[src/hw/rtl/sumd_pkg.sv]
`timescale 1ns / 1ps
`default_nettype none
package sumd_pkg;

  localparam int MAX_CHANNELS = 16;
  localparam int CH_W = (MAX_CHANNELS > 1) ? $clog2(MAX_CHANNELS) : 1;
  localparam int CNT_W = $clog2(MAX_CHANNELS + 1);
  localparam int CQ_DEPTH = 2;
  localparam int CQ_PTR_W = (CQ_DEPTH > 1) ? $clog2(CQ_DEPTH) : 1;
  localparam int CQ_CNT_W = $clog2(CQ_DEPTH + 1);

  localparam logic [15:0] CRC_POLY = 16'h1021;
  localparam logic [15:0] WORD_BIAS = 16'd8800;
  localparam logic [15:0] RECIP_5 = 16'd52429;
  localparam int RECIP_SH = 18;
  localparam logic [15:0] PITCH_OFS = 16'd90;
  localparam logic [15:0] OTHER_OFS = 16'd180;

  localparam logic [1:0] CFG_SYNC_BYTE = 2'd0;
  localparam logic [1:0] CFG_THROTTLE_CHANNEL = 2'd1;
  localparam logic [1:0] CFG_PITCH_CHANNEL = 2'd2;

  localparam logic [7:0] SYNC_RESET = 8'd168;
  localparam logic [3:0] THROTTLE_RESET = 4'd0;
  localparam logic [3:0] PITCH_RESET = 4'd2;

  typedef enum logic [1:0] {
    KIND_THROTTLE,
    KIND_PITCH,
    KIND_OTHER
  } kind_e;

  typedef struct packed {
    logic [7:0] sync_byte;
    logic [3:0] throttle_channel;
    logic [3:0] pitch_channel;
  } cfg_t;

  typedef struct packed {
    logic [3:0]  channel;
    logic [15:0] word;
    kind_e       kind;
    logic        status;
    logic        last;
  } cmd_t;

  function automatic logic [15:0] crc_feed(input logic [15:0] crc, input logic [7:0] b);
    logic [15:0] c;
    c = crc ^ {b, 8'h00};
    for (int i = 0; i < 8; i++) begin
      if (c[15]) begin
        c = {c[14:0], 1'b0} ^ CRC_POLY;
      end else begin
        c = {c[14:0], 1'b0};
      end
    end
    return c;
  endfunction

endpackage
`default_nettype wire

[src/hw/rtl/sumd_frame_decoder_top.sv]
// Path: each result passes parser, queue, scaling unit and output register, in that order.
// Throughput: one byte per cycle while a frame is being received; the scaling unit takes each
// result through LOAD, MUL and OUT (one shared reciprocal multiplier) before it loads the next.
// After the final CRC byte, full stays high while the frame's results enter the 2-entry queue.
// Reset: asynchronous, active low; parser, queue and output register clear, registers
// return to sync 168, throttle channel 0, pitch channel 2. Channel words are not cleared.
`timescale 1ns / 1ps
`default_nettype none
module sumd_frame_decoder_top (
  input  wire logic        clk_i,
  input  wire logic        rst_ni,
  input  wire logic        push,
  output logic             full,
  input  wire logic [7:0]  rx_byte_i,
  output logic             empty,
  input  wire logic        pop,
  output logic [3:0]       channel_o,
  output logic signed [15:0] value_o,
  output logic             status_o,
  output logic             last_o,
  input  wire logic        cfg_valid_i,
  output logic             cfg_ready_o,
  input  wire logic [1:0]  cfg_index_i,
  input  wire logic [7:0]  cfg_data_i
);

  sumd_pkg::cfg_t cfg_q;
  sumd_pkg::cmd_t front_cmd, fifo_cmd;
  logic           front_busy;
  logic           cmd_push, cmd_full;
  logic           cmd_pop, cmd_valid;

  assign cfg_ready_o = 1'b1;
  assign full        = front_busy;

  always_ff @(posedge clk_i or negedge rst_ni) begin
    if (!rst_ni) begin
      cfg_q.sync_byte        <= sumd_pkg::SYNC_RESET;
      cfg_q.throttle_channel <= sumd_pkg::THROTTLE_RESET;
      cfg_q.pitch_channel    <= sumd_pkg::PITCH_RESET;
    end else if (cfg_valid_i && cfg_ready_o) begin
      case (cfg_index_i)
        sumd_pkg::CFG_SYNC_BYTE:        cfg_q.sync_byte        <= cfg_data_i;
        sumd_pkg::CFG_THROTTLE_CHANNEL: cfg_q.throttle_channel <= cfg_data_i[3:0];
        sumd_pkg::CFG_PITCH_CHANNEL:    cfg_q.pitch_channel    <= cfg_data_i[3:0];
        default: begin
          cfg_q <= cfg_q;
        end
      endcase
    end
  end

  sumd_front u_front (
    .clk_i        (clk_i),
    .rst_ni       (rst_ni),
    .byte_valid_i (push),
    .rx_byte_i    (rx_byte_i),
    .cfg_i        (cfg_q),
    .busy_o       (front_busy),
    .cmd_o        (front_cmd),
    .cmd_push_o   (cmd_push),
    .cmd_full_i   (cmd_full)
  );

  sumd_cmd_fifo u_fifo (
    .clk_i   (clk_i),
    .rst_ni  (rst_ni),
    .push_i  (cmd_push),
    .data_i  (front_cmd),
    .full_o  (cmd_full),
    .pop_i   (cmd_pop),
    .data_o  (fifo_cmd),
    .valid_o (cmd_valid)
  );

  sumd_back u_back (
    .clk_i       (clk_i),
    .rst_ni      (rst_ni),
    .cmd_i       (fifo_cmd),
    .cmd_valid_i (cmd_valid),
    .cmd_pop_o   (cmd_pop),
    .pop_i       (pop),
    .empty_o     (empty),
    .channel_o   (channel_o),
    .value_o     (value_o),
    .status_o    (status_o),
    .last_o      (last_o)
  );

endmodule
`default_nettype wire

[src/hw/rtl/sumd_front.sv]
`timescale 1ns / 1ps
`default_nettype none
module sumd_front (
  input  wire logic             clk_i,
  input  wire logic             rst_ni,
  input  wire logic             byte_valid_i,
  input  wire logic [7:0]       rx_byte_i,
  input  wire sumd_pkg::cfg_t   cfg_i,
  output logic                  busy_o,
  output sumd_pkg::cmd_t        cmd_o,
  output logic                  cmd_push_o,
  input  wire logic             cmd_full_i
);

  logic [9:0]                 idx_q, idx_d;
  logic [7:0]                 nch_q, nch_d;
  logic [15:0]                crc_q, crc_d;
  logic [7:0]                 rcv_hi_q, rcv_hi_d;
  logic                       drain_q, drain_d;
  logic                       bad_q, bad_d;
  logic [sumd_pkg::CNT_W-1:0] cnt_q, cnt_d;
  logic [sumd_pkg::CNT_W-1:0] ncap_q, ncap_d;
  logic [15:0]                words_q [sumd_pkg::MAX_CHANNELS];

  logic                       accept;
  logic [9:0]                 data_end;
  logic [9:0]                 k;
  logic [8:0]                 wch;
  logic                       store_en;
  logic                       cmd_last;
  logic                       good;

  assign accept   = byte_valid_i & ~drain_q;
  assign data_end = 10'd3 + {1'b0, nch_q, 1'b0};
  assign k        = idx_q - 10'd3;
  assign wch      = k[9:1];
  assign good     = ({rcv_hi_q, rx_byte_i} == crc_q);
  assign busy_o   = drain_q;

  always_comb begin
    idx_d    = idx_q;
    nch_d    = nch_q;
    crc_d    = crc_q;
    rcv_hi_d = rcv_hi_q;
    drain_d  = drain_q;
    bad_d    = bad_q;
    cnt_d    = cnt_q;
    ncap_d   = ncap_q;
    store_en = 1'b0;
    if (accept) begin
      if (idx_q == 10'd0 && rx_byte_i != cfg_i.sync_byte) begin
        idx_d = idx_q;
      end else if (idx_q < 10'd3) begin
        if (idx_q == 10'd2) begin
          nch_d = rx_byte_i;
        end
        crc_d = sumd_pkg::crc_feed(crc_q, rx_byte_i);
        idx_d = idx_q + 10'd1;
      end else if (idx_q < data_end) begin
        crc_d    = sumd_pkg::crc_feed(crc_q, rx_byte_i);
        store_en = (wch < 9'(sumd_pkg::MAX_CHANNELS));
        idx_d    = idx_q + 10'd1;
      end else if (idx_q == data_end) begin
        rcv_hi_d = rx_byte_i;
        idx_d    = idx_q + 10'd1;
      end else begin
        idx_d   = 10'd0;
        crc_d   = 16'd0;
        bad_d   = ~good;
        cnt_d   = '0;
        ncap_d  = (nch_q > 8'(sumd_pkg::MAX_CHANNELS)) ?
                  sumd_pkg::CNT_W'(sumd_pkg::MAX_CHANNELS) : sumd_pkg::CNT_W'(nch_q);
        drain_d = ~good | (nch_q != 8'd0);
      end
    end else if (cmd_push_o) begin
      if (bad_q || cmd_last) begin
        drain_d = 1'b0;
      end else begin
        cnt_d = cnt_q + sumd_pkg::CNT_W'(1);
      end
    end
  end

  assign cmd_last   = (sumd_pkg::CNT_W'(cnt_q + sumd_pkg::CNT_W'(1)) == ncap_q);
  assign cmd_push_o = drain_q & ~cmd_full_i;

  always_comb begin
    if (bad_q) begin
      cmd_o.channel = 4'd0;
      cmd_o.word    = 16'd0;
      cmd_o.kind    = sumd_pkg::KIND_OTHER;
      cmd_o.status  = 1'b1;
      cmd_o.last    = 1'b1;
    end else begin
      cmd_o.channel = 4'(cnt_q);
      cmd_o.word    = words_q[cnt_q[sumd_pkg::CH_W-1:0]];
      if (8'(cnt_q) == 8'(cfg_i.throttle_channel)) begin
        cmd_o.kind = sumd_pkg::KIND_THROTTLE;
      end else if (8'(cnt_q) == 8'(cfg_i.pitch_channel)) begin
        cmd_o.kind = sumd_pkg::KIND_PITCH;
      end else begin
        cmd_o.kind = sumd_pkg::KIND_OTHER;
      end
      cmd_o.status = 1'b0;
      cmd_o.last   = cmd_last;
    end
  end

  always_ff @(posedge clk_i) begin
    if (store_en) begin
      if (!k[0]) begin
        words_q[wch[sumd_pkg::CH_W-1:0]][15:8] <= rx_byte_i;
      end else begin
        words_q[wch[sumd_pkg::CH_W-1:0]][7:0] <= rx_byte_i;
      end
    end
  end

  always_ff @(posedge clk_i or negedge rst_ni) begin
    if (!rst_ni) begin
      idx_q    <= '0;
      nch_q    <= '0;
      crc_q    <= '0;
      rcv_hi_q <= '0;
      drain_q  <= 1'b0;
      bad_q    <= 1'b0;
      cnt_q    <= '0;
      ncap_q   <= '0;
    end else begin
      idx_q    <= idx_d;
      nch_q    <= nch_d;
      crc_q    <= crc_d;
      rcv_hi_q <= rcv_hi_d;
      drain_q  <= drain_d;
      bad_q    <= bad_d;
      cnt_q    <= cnt_d;
      ncap_q   <= ncap_d;
    end
  end

endmodule
`default_nettype wire

[src/hw/rtl/sumd_cmd_fifo.sv]
`timescale 1ns / 1ps
`default_nettype none
module sumd_cmd_fifo (
  input  wire logic           clk_i,
  input  wire logic           rst_ni,
  input  wire logic           push_i,
  input  wire sumd_pkg::cmd_t data_i,
  output logic                full_o,
  input  wire logic           pop_i,
  output sumd_pkg::cmd_t      data_o,
  output logic                valid_o
);

  sumd_pkg::cmd_t                mem_q [sumd_pkg::CQ_DEPTH];
  logic [sumd_pkg::CQ_PTR_W-1:0] wptr_q, rptr_q;
  logic [sumd_pkg::CQ_CNT_W-1:0] count_q;
  logic                          do_push, do_pop;

  assign full_o  = (count_q == sumd_pkg::CQ_CNT_W'(sumd_pkg::CQ_DEPTH));
  assign valid_o = (count_q != '0);
  assign do_push = push_i & ~full_o;
  assign do_pop  = pop_i & valid_o;
  assign data_o  = mem_q[rptr_q];

  always_ff @(posedge clk_i) begin
    if (do_push) begin
      mem_q[wptr_q] <= data_i;
    end
  end

  always_ff @(posedge clk_i or negedge rst_ni) begin
    if (!rst_ni) begin
      wptr_q  <= '0;
      rptr_q  <= '0;
      count_q <= '0;
    end else begin
      if (do_push) begin
        wptr_q <= (wptr_q == sumd_pkg::CQ_PTR_W'(sumd_pkg::CQ_DEPTH - 1)) ?
                  '0 : wptr_q + sumd_pkg::CQ_PTR_W'(1);
      end
      if (do_pop) begin
        rptr_q <= (rptr_q == sumd_pkg::CQ_PTR_W'(sumd_pkg::CQ_DEPTH - 1)) ?
                  '0 : rptr_q + sumd_pkg::CQ_PTR_W'(1);
      end
      if (do_push && !do_pop) begin
        count_q <= count_q + sumd_pkg::CQ_CNT_W'(1);
      end else if (do_pop && !do_push) begin
        count_q <= count_q - sumd_pkg::CQ_CNT_W'(1);
      end
    end
  end

endmodule
`default_nettype wire

[src/hw/rtl/sumd_back.sv]
`timescale 1ns / 1ps
`default_nettype none
module sumd_back (
  input  wire logic           clk_i,
  input  wire logic           rst_ni,
  input  wire sumd_pkg::cmd_t cmd_i,
  input  wire logic           cmd_valid_i,
  output logic                cmd_pop_o,
  input  wire logic           pop_i,
  output logic                empty_o,
  output logic [3:0]          channel_o,
  output logic signed [15:0]  value_o,
  output logic                status_o,
  output logic                last_o
);

  typedef enum logic [2:0] {
    ST_LOAD = 3'b001,
    ST_MUL  = 3'b010,
    ST_OUT  = 3'b100
  } st_e;

  st_e                st_q, st_d;
  logic [13:0]        x_q, x_d;
  logic [13:0]        q_q, q_d;
  logic               neg_q, neg_d;
  sumd_pkg::kind_e    kind_q, kind_d;
  logic [3:0]         ch_q, ch_d;
  logic               stat_q, stat_d;
  logic               last_q, last_d;
  logic               out_vld_q, out_vld_d;
  logic [3:0]         out_ch_q, out_ch_d;
  logic [15:0]        out_val_q, out_val_d;
  logic               out_stat_q, out_stat_d;
  logic               out_last_q, out_last_d;

  logic [15:0]        w;
  logic signed [19:0] wx, prod, mag;
  logic [29:0]        m;
  logic [15:0]        smag, offs;
  logic               slot_free;

  assign w    = cmd_i.word - sumd_pkg::WORD_BIAS;
  assign wx   = {{4{w[15]}}, w};
  assign prod = (cmd_i.kind == sumd_pkg::KIND_THROTTLE) ? wx : wx + (wx <<< 3);
  assign mag  = prod[19] ? -prod : prod;
  assign m    = 30'(x_q) * 30'(sumd_pkg::RECIP_5);
  assign smag = neg_q ? -16'(q_q) : 16'(q_q);

  always_comb begin
    case (kind_q)
      sumd_pkg::KIND_PITCH: offs = sumd_pkg::PITCH_OFS;
      sumd_pkg::KIND_OTHER: offs = sumd_pkg::OTHER_OFS;
      default:              offs = 16'd0;
    endcase
  end

  assign slot_free = ~out_vld_q | pop_i;
  assign cmd_pop_o = (st_q == ST_LOAD) & cmd_valid_i;

  always_comb begin
    st_d       = st_q;
    x_d        = x_q;
    q_d        = q_q;
    neg_d      = neg_q;
    kind_d     = kind_q;
    ch_d       = ch_q;
    stat_d     = stat_q;
    last_d     = last_q;
    out_vld_d  = out_vld_q & ~pop_i;
    out_ch_d   = out_ch_q;
    out_val_d  = out_val_q;
    out_stat_d = out_stat_q;
    out_last_d = out_last_q;
    case (st_q)
      ST_LOAD: begin
        if (cmd_valid_i) begin
          neg_d  = prod[19];
          x_d    = (cmd_i.kind == sumd_pkg::KIND_OTHER) ? 14'(mag >>> 5) : 14'(mag >>> 6);
          kind_d = cmd_i.kind;
          ch_d   = cmd_i.channel;
          stat_d = cmd_i.status;
          last_d = cmd_i.last;
          st_d   = ST_MUL;
        end
      end
      ST_MUL: begin
        q_d  = (kind_q == sumd_pkg::KIND_THROTTLE) ? x_q : 14'(m >> sumd_pkg::RECIP_SH);
        st_d = ST_OUT;
      end
      ST_OUT: begin
        if (slot_free) begin
          out_vld_d  = 1'b1;
          out_ch_d   = stat_q ? 4'd0 : ch_q;
          out_val_d  = stat_q ? 16'd0 : smag - offs;
          out_stat_d = stat_q;
          out_last_d = last_q;
          st_d       = ST_LOAD;
        end
      end
      default: begin
        st_d = ST_LOAD;
      end
    endcase
  end

  always_ff @(posedge clk_i) begin
    x_q        <= x_d;
    q_q        <= q_d;
    neg_q      <= neg_d;
    kind_q     <= kind_d;
    ch_q       <= ch_d;
    stat_q     <= stat_d;
    last_q     <= last_d;
    out_ch_q   <= out_ch_d;
    out_val_q  <= out_val_d;
    out_stat_q <= out_stat_d;
    out_last_q <= out_last_d;
  end

  always_ff @(posedge clk_i or negedge rst_ni) begin
    if (!rst_ni) begin
      st_q      <= ST_LOAD;
      out_vld_q <= 1'b0;
    end else begin
      st_q      <= st_d;
      out_vld_q <= out_vld_d;
    end
  end

  assign empty_o   = ~out_vld_q;
  assign channel_o = out_ch_q;
  assign value_o   = out_val_q;
  assign status_o  = out_stat_q;
  assign last_o    = out_last_q;

endmodule
`default_nettype wire

[config.mk]
export PLATFORM = sky130hd
export DESIGN_NAME = sumd_frame_decoder_top
export DESIGN_NICKNAME = d
export VERILOG_FILES = /design/src/hw/rtl/sumd_pkg.sv /design/src/hw/rtl/sumd_frame_decoder_top.sv /design/src/hw/rtl/sumd_front.sv /design/src/hw/rtl/sumd_cmd_fifo.sv /design/src/hw/rtl/sumd_back.sv
export SDC_FILE = /design/constraint.sdc
export NUM_CORES = 1
export LEC_CHECK = 0
export BUFFER_PORTS_ARGS = -buffer_cell sky130_fd_sc_hd__buf_2
export CAP_MARGIN = 40
export CORE_ASPECT_RATIO = 1.4
export CORE_MARGIN = 3
export CORE_UTILIZATION = 25
export CTS_CLUSTER_DIAMETER = 120
export DETAILED_ROUTE_END_ITERATION = 6
export PLACE_DENSITY = 0.45
export SYNTH_ARGS = -nofsm -noshare
export SYNTH_HDL_FRONTEND = slang
export SYNTH_SLANG_ARGS = --single-unit
[constraint.sdc]
create_clock -name clk_i -period 9.5 [get_ports clk_i]
set_input_delay 2.375 -clock clk_i [delete_from_list [all_inputs] [get_ports clk_i]]
set_output_delay 2.375 -clock clk_i [all_outputs]
set_load 0.005 [all_outputs]
==> impl_metrics.yaml, run 1 <==
critical_path:
  worstPathMaxFanout: 6
  worstRegToRegCells: 19
  r2r_setup_slack_ns: 3.11
  worst-setup-path-type: "flop to flop"
  r2r_start: "u_back.x_q[8]$_DFFE_PP_"
  endpoint_kind: "flop"
  arrival_ns: 6.72
  r2r_end: "u_back.q_q[11]$_DFFE_PP_"
  cp-start-kind: "flop"
  crit_required_ns: 9.83
grt:
  grt_pass1_vias: 15400
  overflow: 0
  grt_pass1_wl_um: 90000
  grt_util_all_layers_pct: 11.4
  grt_antenna_before_repair: 0
  grt_max_degree: 52
sta:
  worst_slew_pin_slew_ns: 0.871
  hold_viol_final: 0
  timing.fmax_mhz: 156
  post-route-period-util_pct: 67.3
  fin_crit_ns: 6.39
  finalSetupViolCount: 0
  grt_setup_unrepaired: "no"
  finalSetupTns_ns: 0
  clock_skew_ns: 0.0259
  max_slew_margin_pct: 42.0
  drv_slew: 0
cts:
  post_cts_buffers: 0
  clk_latency_ns: 0.58
  clockBufferDepth: 3
  cts_sinks: 441
  root_buffer: "clkbuf_16"
  cts_tree: "built"
  ctsHoldBuffers: 0
  ctsHtreeMaxLevel: 2
  post_cts_resized: 0
  clk_pin_slew_ns: 0.06
  cts_buffers: 48
synth:
  netlist_instances: 1794
  ys_seq_area_share_pct: 53.2
  ys.flop_type: "edfxtp_1"
  avgSynthCellArea_um2: 13.5
  synth_seq_cells: 441
  synth_cell_types: 91
  yosys_warnings: 0
  async_reset_ff_share_pct: 17.7
  synth_nets: 2018
  synthesis.area_mm2: 0.0242
  synth-edff-count: 363
run:
  cap_violations: 0
placement:
  place_hpwl_um: 41600
  port-buffer-count: 46
  gp_congestion: 0.836
floorplanning:
  coreArea_mm2: 0.0956
  io_pins: 48
  initial_core_util_pct: 25.3
  chipHeight_um: 374
  rows: 134
  die_x_um: 269
  die_area_mm2: 0.101
routing:
  wirelength_um: 56900
  wl_met3_um: 1410
  drt-initial-drc-count: 704
  wl_met1_um: 23500
  wl_per_cell_um: 18.2
  viasPerCell: 4.55
  vias: 14200
  drtPass1Iterations: 5
  drtAntennaViolNets: 0
  post-route-drc-count: 0
  wl_met2_um: 30600
  highest_layer: "met4"
finish:
  final_util_pct: 28.9
  layout_commonest_cell: "edfxtp_1"
  num-nets-final: 2088
  n_antenna_cell: 0
  mostFrequentLayoutCells: "edfxtp_1 (363), ha_1 (145), inv_1 (134), nor2_1 (127), nand2_1 (102)"
  area_growth_pct: 14.1
  fillers: 9676
  layout-drive-gt1-share_pct: 17.2
hold_path:
  hold_start: "u_back.last_q$_DFFE_PP_"
  hold_path.class: "flop to flop"
  min_to: "u_back.last_o$_DFFE_PP_"
  worstHoldPathCells: 0
status:
  status: "finished, final reports clean"
-- cells by family (layout without fill, tap and decap cells) --
logic type      count (synthesis)  after routing  share of synthesized area, %
xor+xnor                      138            138                          5.06
other cells                     1              1                        0.0155
flops                         441            441                          53.2
compound gates                233            233                          6.61
simple gates                  435            435                          9.17
fa+ha+maj                     201            201                          12.1
mux                           151            151                          10.7
buf+inv                       194            303                          3.12
-- layer usage --
layer,GRT usage (%),vias to the layer above
met1,13.5,7172
met5,0,-
met3,1.43,87
met4,3.02,0
met2,21.5,178
li1,-,6799
-- state kept, by name, indices dropped and copies added (netlist names), 10 cells and up --
name and cells:
u_back.x_q 14, u_front.idx_q 10, u_back.q_q 14, u_front.crc_q 16, u_front.words_q 256, cfg_q 16, u_back.value_o 16, u_fifo.mem_q 48
-- Yosys cell counts (15+ instances only) --
library cell,instances,area [um2]
edfxtp_1,363,10900
clkbuf_1,39,146
o31ai_1,25,188
fa_1,56,1120
o21ai_0,48,240
a21oi_1,49,245
xor2_1,70,613
dfrtp_1,73,1830
nor2_1,130,488
ha_1,145,1810
mux4_2,80,1800
and2_1,24,150
mux2i_1,19,190
nor3_1,36,180
mux2_2,51,574
buf_1,15,56.3
nor2b_1,17,106
inv_1,134,503
xnor2_1,66,578
nand2b_1,15,93.8
nand2_1,102,383
nand3_1,26,130
-- worst max-delay path: stages (launching register included) --
cell	delay, ns
edfxtp_1	0.52
ha_1	0.37
inv_1	0.06
fa_1	0.57
fa_1	0.47
fa_1	0.55
inv_1	0.06
fa_1	0.50
inv_1	0.05
fa_1	0.51
inv_1	0.05
ha_1	0.28
nand4_1	0.10
o211a_1	0.25
o2111ai_1	0.29
a31oi_1	0.18
o41ai_1	0.73
a31oi_1	0.21
xnor2_1	0.16
mux2_2	0.26
-- cell type report --
| type | count | area, um2 | area share [%] |
|---|---|---|---|
| clock buffer | 65 | 1320 | 4.77 |
| clock inverter | 24 | 268 | 0.970 |
| inverter | 134 | 503 | 1.82 |
| multi-input combinational | 1159 | 10600 | 38.3 |
| sequential | 441 | 12900 | 46.6 |
| tap | 1224 | 1530 | 5.55 |
| timing repair buffer | 80 | 528 | 1.91 |
-- worst max-delay path by stage --
| stage | cells past startpoint | end | start |
|---|---|---|---|
| after floorplan | 19 | u_back.q_q[11]$_DFFE_PP_ | u_back.x_q[12]$_DFFE_PP_ |
| after CTS | 19 | u_back.q_q[11]$_DFFE_PP_ | u_back.x_q[8]$_DFFE_PP_ |
| final | 19 | u_back.q_q[11]$_DFFE_PP_ | u_back.x_q[8]$_DFFE_PP_ |
| after global placement | 19 | u_back.q_q[11]$_DFFE_PP_ | u_back.x_q[8]$_DFFE_PP_ |
| after detailed placement | 19 | u_back.q_q[11]$_DFFE_PP_ | u_back.x_q[8]$_DFFE_PP_ |
| after global routing | 19 | u_back.q_q[11]$_DFFE_PP_ | u_back.x_q[8]$_DFFE_PP_ |
-- per-stage QoR --
stage | std cells | area, um2 | hold WS, ns | worst slack (ns)
after detailed placement | 3038 | 26000 | 0.453 | 3.09
after CTS | 3127 | 27600 | 0.464 | 3.09
after global routing | 3127 | 27600 | 0.476 | 2.80
after global placement | 3019 | 25800 | 0.439 | 3.29
after floorplan | 1794 | 24200 | 0.400 | 3.75
final | 3127 | 27600 | 0.460 | 3.11
Power of run 1 is left out: the tool's default activity adds up to more than one toggle a clock period on the data nets, which glitch-free logic cannot reach.
==> run 2: changes to the inputs <==
==> constraint.sdc (replaced) <==
create_clock -name clk_i -period 6 [get_ports clk_i]
set_input_delay 1.5 -clock clk_i [delete_from_list [all_inputs] [get_ports clk_i]]
set_output_delay 1.5 -clock clk_i [all_outputs]
set_load 0.005 [all_outputs]
==> run 2 against run 1 <==
Effect of this change:
- sequential share of layout area fell by 0.45 points
- critical path type unchanged
- critical path depth rose by 1
- setup slack got worse by 2.9 ns
- first-iteration DRC count rose by 4.8%
- register-to-register slack got worse by 2.9 ns
==> impl_metrics.yaml, run 2 (synthesized netlist as in run 1, its figures left out) <==
status:
  status: "finished, final reports clean"
cts:
  cts_sinks: 441
  ctsHoldBuffers: 0
  root_buffer: "clkbuf_16"
  clk_latency_ns: 0.60
  cts_tree: "built"
  cts_buffers: 47
  ctsHtreeMaxLevel: 2
  clockBufferDepth: 3
  clk_pin_slew_ns: 0.06
hold_path:
  hold_path.class: "flop to flop"
  worstHoldPathCells: 0
finish:
  area_growth_pct: 15.2
  layout-drive-gt1-share_pct: 19.4
  n_antenna_cell: 0
  num-nets-final: 2131
  layout_commonest_cell: "edfxtp_1"
  fillers: 9702
  mostFrequentLayoutCells: "edfxtp_1 (363), ha_1 (144), inv_1 (134), nor2_1 (127), nand2_1 (102)"
  largest_register_ffs: 256
routing:
  post-route-drc-count: 0
  drtAntennaViolNets: 0
  drt-initial-drc-count: 738
  drtPass1Iterations: 5
  wl_per_cell_um: 18.0
  vias: 14400
  viasPerCell: 4.55
  wirelength_um: 57100
placement:
  port-buffer-count: 46
  gp_congestion: 0.840
  place_hpwl_um: 42000
floorplanning:
  coreArea_mm2: 0.0956
  rows: 134
  die_area_mm2: 0.101
  chipHeight_um: 374
  io_pins: 48
  die_x_um: 269
  initial_core_util_pct: 25.3
sta:
  hold_viol_final: 0
  finalSetupViolCount: 0
  fin_crit_ns: 5.78
  timing.fmax_mhz: 173
  max_slew_margin_pct: 42.2
  post-route-period-util_pct: 96.4
  whs_ns: 0.445
  worst_slew_pin_slew_ns: 0.859
  clock_skew_ns: 0.0387
  drv_slew: 0
  grt_setup_unrepaired: "no"
grt:
  overflow: 0
  grt_max_degree: 53
  grt_pass1_vias: 15700
  grt_util_all_layers_pct: 11.5
  grt_pass1_wl_um: 90400
  grt_antenna_before_repair: 0
critical_path:
  cp-start-kind: "flop"
  worstPathMaxFanout: 4
  endpoint_kind: "flop"
  crit_required_ns: 6.34
  worst-setup-path-type: "flop to flop"
  worstRegToRegCells: 20
  arrival_ns: 6.13
run:
  cap_violations: 0
## run 2: stage by stage
stage	cells	setup TNS (ns)	area (um2)	util [%]	setup slack, ns
3_5_place_dp	3075	-0.0432	26300	27.5	-0.0327
6_report	3166	0	27900	29.2	0.217
5_1_grt	3166	0	27900	29.2	0.0269
3_3_place_gp	3058	0	26100	27.3	0.0200
4_1_cts	3159	0	27800	29.1	0.0245
2_1_floorplan	1794	0	24200	-	0.252
## run 2: layout make-up
type / instances / area [um2] / area share [%]
Multi-Input combinational cell: 1159 / 10600 / 38.1
Clock buffer: 51 / 1190 / 4.28
Timing Repair Buffer: 124 / 855 / 3.07
Clock inverter: 33 / 302 / 1.08
Sequential cell: 441 / 12900 / 46.2
Inverter: 134 / 503 / 1.81
Tap cell: 1224 / 1530 / 5.50
## run 2: timing repair
action                                 CTS  global route
pin swaps                                1             4
endpoints found under the hold margin    0             0
setup endpoints to repair                2             4
gates resized for setup                  1             5
buffers inserted                         0             6
## run 2: worst paths after layout
check / from / to / slack, ns
min in group asynchronous: rst_ni / cfg_q[8]$_DFFE_PN0P_ / 0.81
max in group asynchronous: rst_ni / u_fifo.rptr_q$_DFFE_PN0P_ / 4.07
setup reg to reg: u_back.x_q[12]$_DFFE_PP_ / u_back.q_q[11]$_DFFE_PP_ / 0.22
hold / removal: u_back.last_q$_DFFE_PP_ / u_back.last_o$_DFFE_PP_ / 0.45
setup / recovery: u_back.x_q[12]$_DFFE_PP_ / u_back.q_q[11]$_DFFE_PP_ / 0.22
hold reg to reg: u_back.last_q$_DFFE_PP_ / u_back.last_o$_DFFE_PP_ / 0.45
## run 2: per-layer routing
layer  wire length, um  vias up  global-route usage, %
li1                  -     6862                      -
met1             22400     7278                   13.0
met2             32000      183                   22.4
met3              1390       74                   1.35
met4              1310        0                   2.97
met5                 0        -                      0
## run 2: critical path, cell delays in order, from the launching register on
cell and delay [ns]:
edfxtp_1 0.40, inv_1 0.06, ha_1 0.34, fa_1 0.60, fa_1 0.46, fa_1 0.54, inv_1 0.05, fa_1 0.51
inv_1 0.05, fa_1 0.50, inv_1 0.04, ha_1 0.28, nand4_1 0.10, o211a_1 0.28, o2111ai_2 0.25, a31oi_2 0.15
o41ai_2 0.25, buf_4 0.19, a31oi_2 0.10, xnor2_1 0.13, mux2_2 0.25
Power of run 2 is left out for the same reason.
==> run 3: changes to the inputs <==
--- a/config.mk
+++ b/config.mk
@@ -9,10 +9,11 @@
 export CAP_MARGIN = 40
 export CORE_ASPECT_RATIO = 1.4
 export CORE_MARGIN = 3
-export CORE_UTILIZATION = 25
+export CORE_UTILIZATION = 40
+export CTS_BUF_LIST = sky130_fd_sc_hd__clkbuf_8
 export CTS_CLUSTER_DIAMETER = 120
 export DETAILED_ROUTE_END_ITERATION = 6
-export PLACE_DENSITY = 0.45
+export PLACE_DENSITY = 0.61
 export SYNTH_ARGS = -nofsm -noshare
 export SYNTH_HDL_FRONTEND = slang
 export SYNTH_SLANG_ARGS = --single-unit
==> run 3 against run 2 <==
Effect of this change:
- maximum frequency increased by 1.6%
- via count increased by 0.35%
- design area decreased by 3.1%
- utilization increased by 16 points
- non-clock buffer count decreased by 31
- critical endpoint unchanged
==> impl_metrics.yaml, run 3 (synthesized netlist as in run 1, its figures left out) <==
status:
  status: "finished, final reports clean"
routing:
  drtAntennaViolNets: 0
  drt-initial-drc-count: 779
  wirelength_um: 52700
  post-route-drc-count: 0
  wl_per_cell_um: 19.0
  drtPass1Iterations: 6
  vias: 14400
  viasPerCell: 5.22
floorplanning:
  chipHeight_um: 297
  initial_core_util_pct: 40.4
  io_pins: 48
  coreArea_mm2: 0.0598
  die_x_um: 214
  die_area_mm2: 0.0635
  rows: 106
cts:
  ctsHoldBuffers: 0
  clk_pin_slew_ns: 0.06
  cts_buffers: 70
  cts_sinks: 441
  clockBufferDepth: 3
  clk_latency_ns: 0.65
  root_buffer: "clkbuf_8"
  ctsHtreeMaxLevel: 3
  cts_tree: "built"
placement:
  preCtsSetupSlack_ns: 0.0284
  place_hpwl_um: 38700
  gp_congestion: 0.873
  dp.cells: 2635
  port-buffer-count: 46
sta:
  fin_crit_ns: 5.69
  finalSetupViolCount: 0
  grt_setup_unrepaired: "no"
  layout_setup_ws_ns: 0.305
  max_slew_margin_pct: 38.9
  drv_slew: 0
  finalSetupTns_ns: 0
  timing.fmax_mhz: 176
  post-route-period-util_pct: 94.9
  clock_skew_ns: 0.0340
  worst_slew_pin_slew_ns: 0.908
  hold_viol_final: 0
finish:
  layout-drive-gt1-share_pct: 19.1
  layout_commonest_cell: "edfxtp_1"
  num-nets-final: 2123
  final_util_pct: 45.1
  mostFrequentLayoutCells: "edfxtp_1 (363), inv_1 (155), ha_1 (142), nor2_1 (127), nand2_1 (102)"
  fillers: 5380
  largest_register_ffs: 256
  stdcell_count: 2767
  area_growth_pct: 11.6
critical_path:
  arrival_ns: 6.09
  crit_required_ns: 6.39
  worstPathMaxFanout: 3
  cp-start-kind: "flop"
  worst-setup-path-type: "flop to flop"
  endpoint_kind: "flop"
grt:
  grt_pass1_vias: 15500
  grt_max_degree: 53
  grt_util_all_layers_pct: 17.1
  overflow: 0
  grt_pass1_wl_um: 84800
  grt_antenna_before_repair: 3
hold_path:
  hold_path.class: "flop to flop"
run:
  cap_violations: 0
==> run 3: final timing paths <==
kind	slack [ns]	depth (start not counted)	start	end
max	0.31	22	u_back.x_q[3]$_DFFE_PP_	u_back.q_q[11]$_DFFE_PP_
min	0.40	0	u_back.last_q$_DFFE_PP_	u_back.last_o$_DFFE_PP_
max reg2reg	0.31	22	u_back.x_q[3]$_DFFE_PP_	u_back.q_q[11]$_DFFE_PP_
min reg2reg	0.40	0	u_back.last_q$_DFFE_PP_	u_back.last_o$_DFFE_PP_
max in group asynchronous	4.21	2	rst_ni	u_front.cnt_q[1]$_DFFE_PN0P_
min in group asynchronous	0.85	1	rst_ni	u_front.crc_q[5]$_DFFE_PN0P_
==> run 3: area by class of cell <==
cell class              count  area, um2  share of cell area [%]
diodes                      1       2.50                 0.00927
multi-input cells        1159      10600                    39.4
well taps                 810       1010                    3.75
clock inverters            52        245                   0.909
inverters                 134        503                    1.86
repair buffers             93        666                    2.47
clock buffers              77       1060                    3.93
flip-flops and latches    441      12900                    47.7
==> run 3: timing repair <==
| item | CTS | global route |
|---|---|---|
| gates resized for setup | 0 | 8 |
| buffers inserted | 0 | 2 |
| endpoints found under the setup margin | 0 | 3 |
==> run 3: worst max-delay path: stages (launching register included) <==
cell and delay, ns:
edfxtp_1 0.37, inv_1 0.06, ha_1 0.23, ha_1 0.32, fa_1 0.49, inv_1 0.08, fa_1 0.54, inv_1 0.06
fa_1 0.54, inv_1 0.05, fa_1 0.49, inv_1 0.04, ha_1 0.31, and4_1 0.19, a221oi_2 0.30, o211a_1 0.24
o2111ai_2 0.15, a31oi_2 0.22, o41ai_2 0.08, buf_4 0.15, a31oi_1 0.20, xnor2_1 0.09, mux2_2 0.26
==> run 3: through the flow <==
stage	hold slack (ns)	instance area (um2)
floorplan	0.400	24200
finish	0.399	27000
detailed placement	0.411	25600
CTS	0.393	26900
global placement	0.405	25500
global route	0.394	27000
==> run 3: routing by layer <==
layer  wire (um)  vias up  GRT usage (%)
met5           0        -              0
met4        1450        0           5.64
met3        1760      104           3.09
met2       29300      217           32.5
met1       20200     7273           19.1
li1            -     6853              -
Power of run 3 is left out for the same reason.
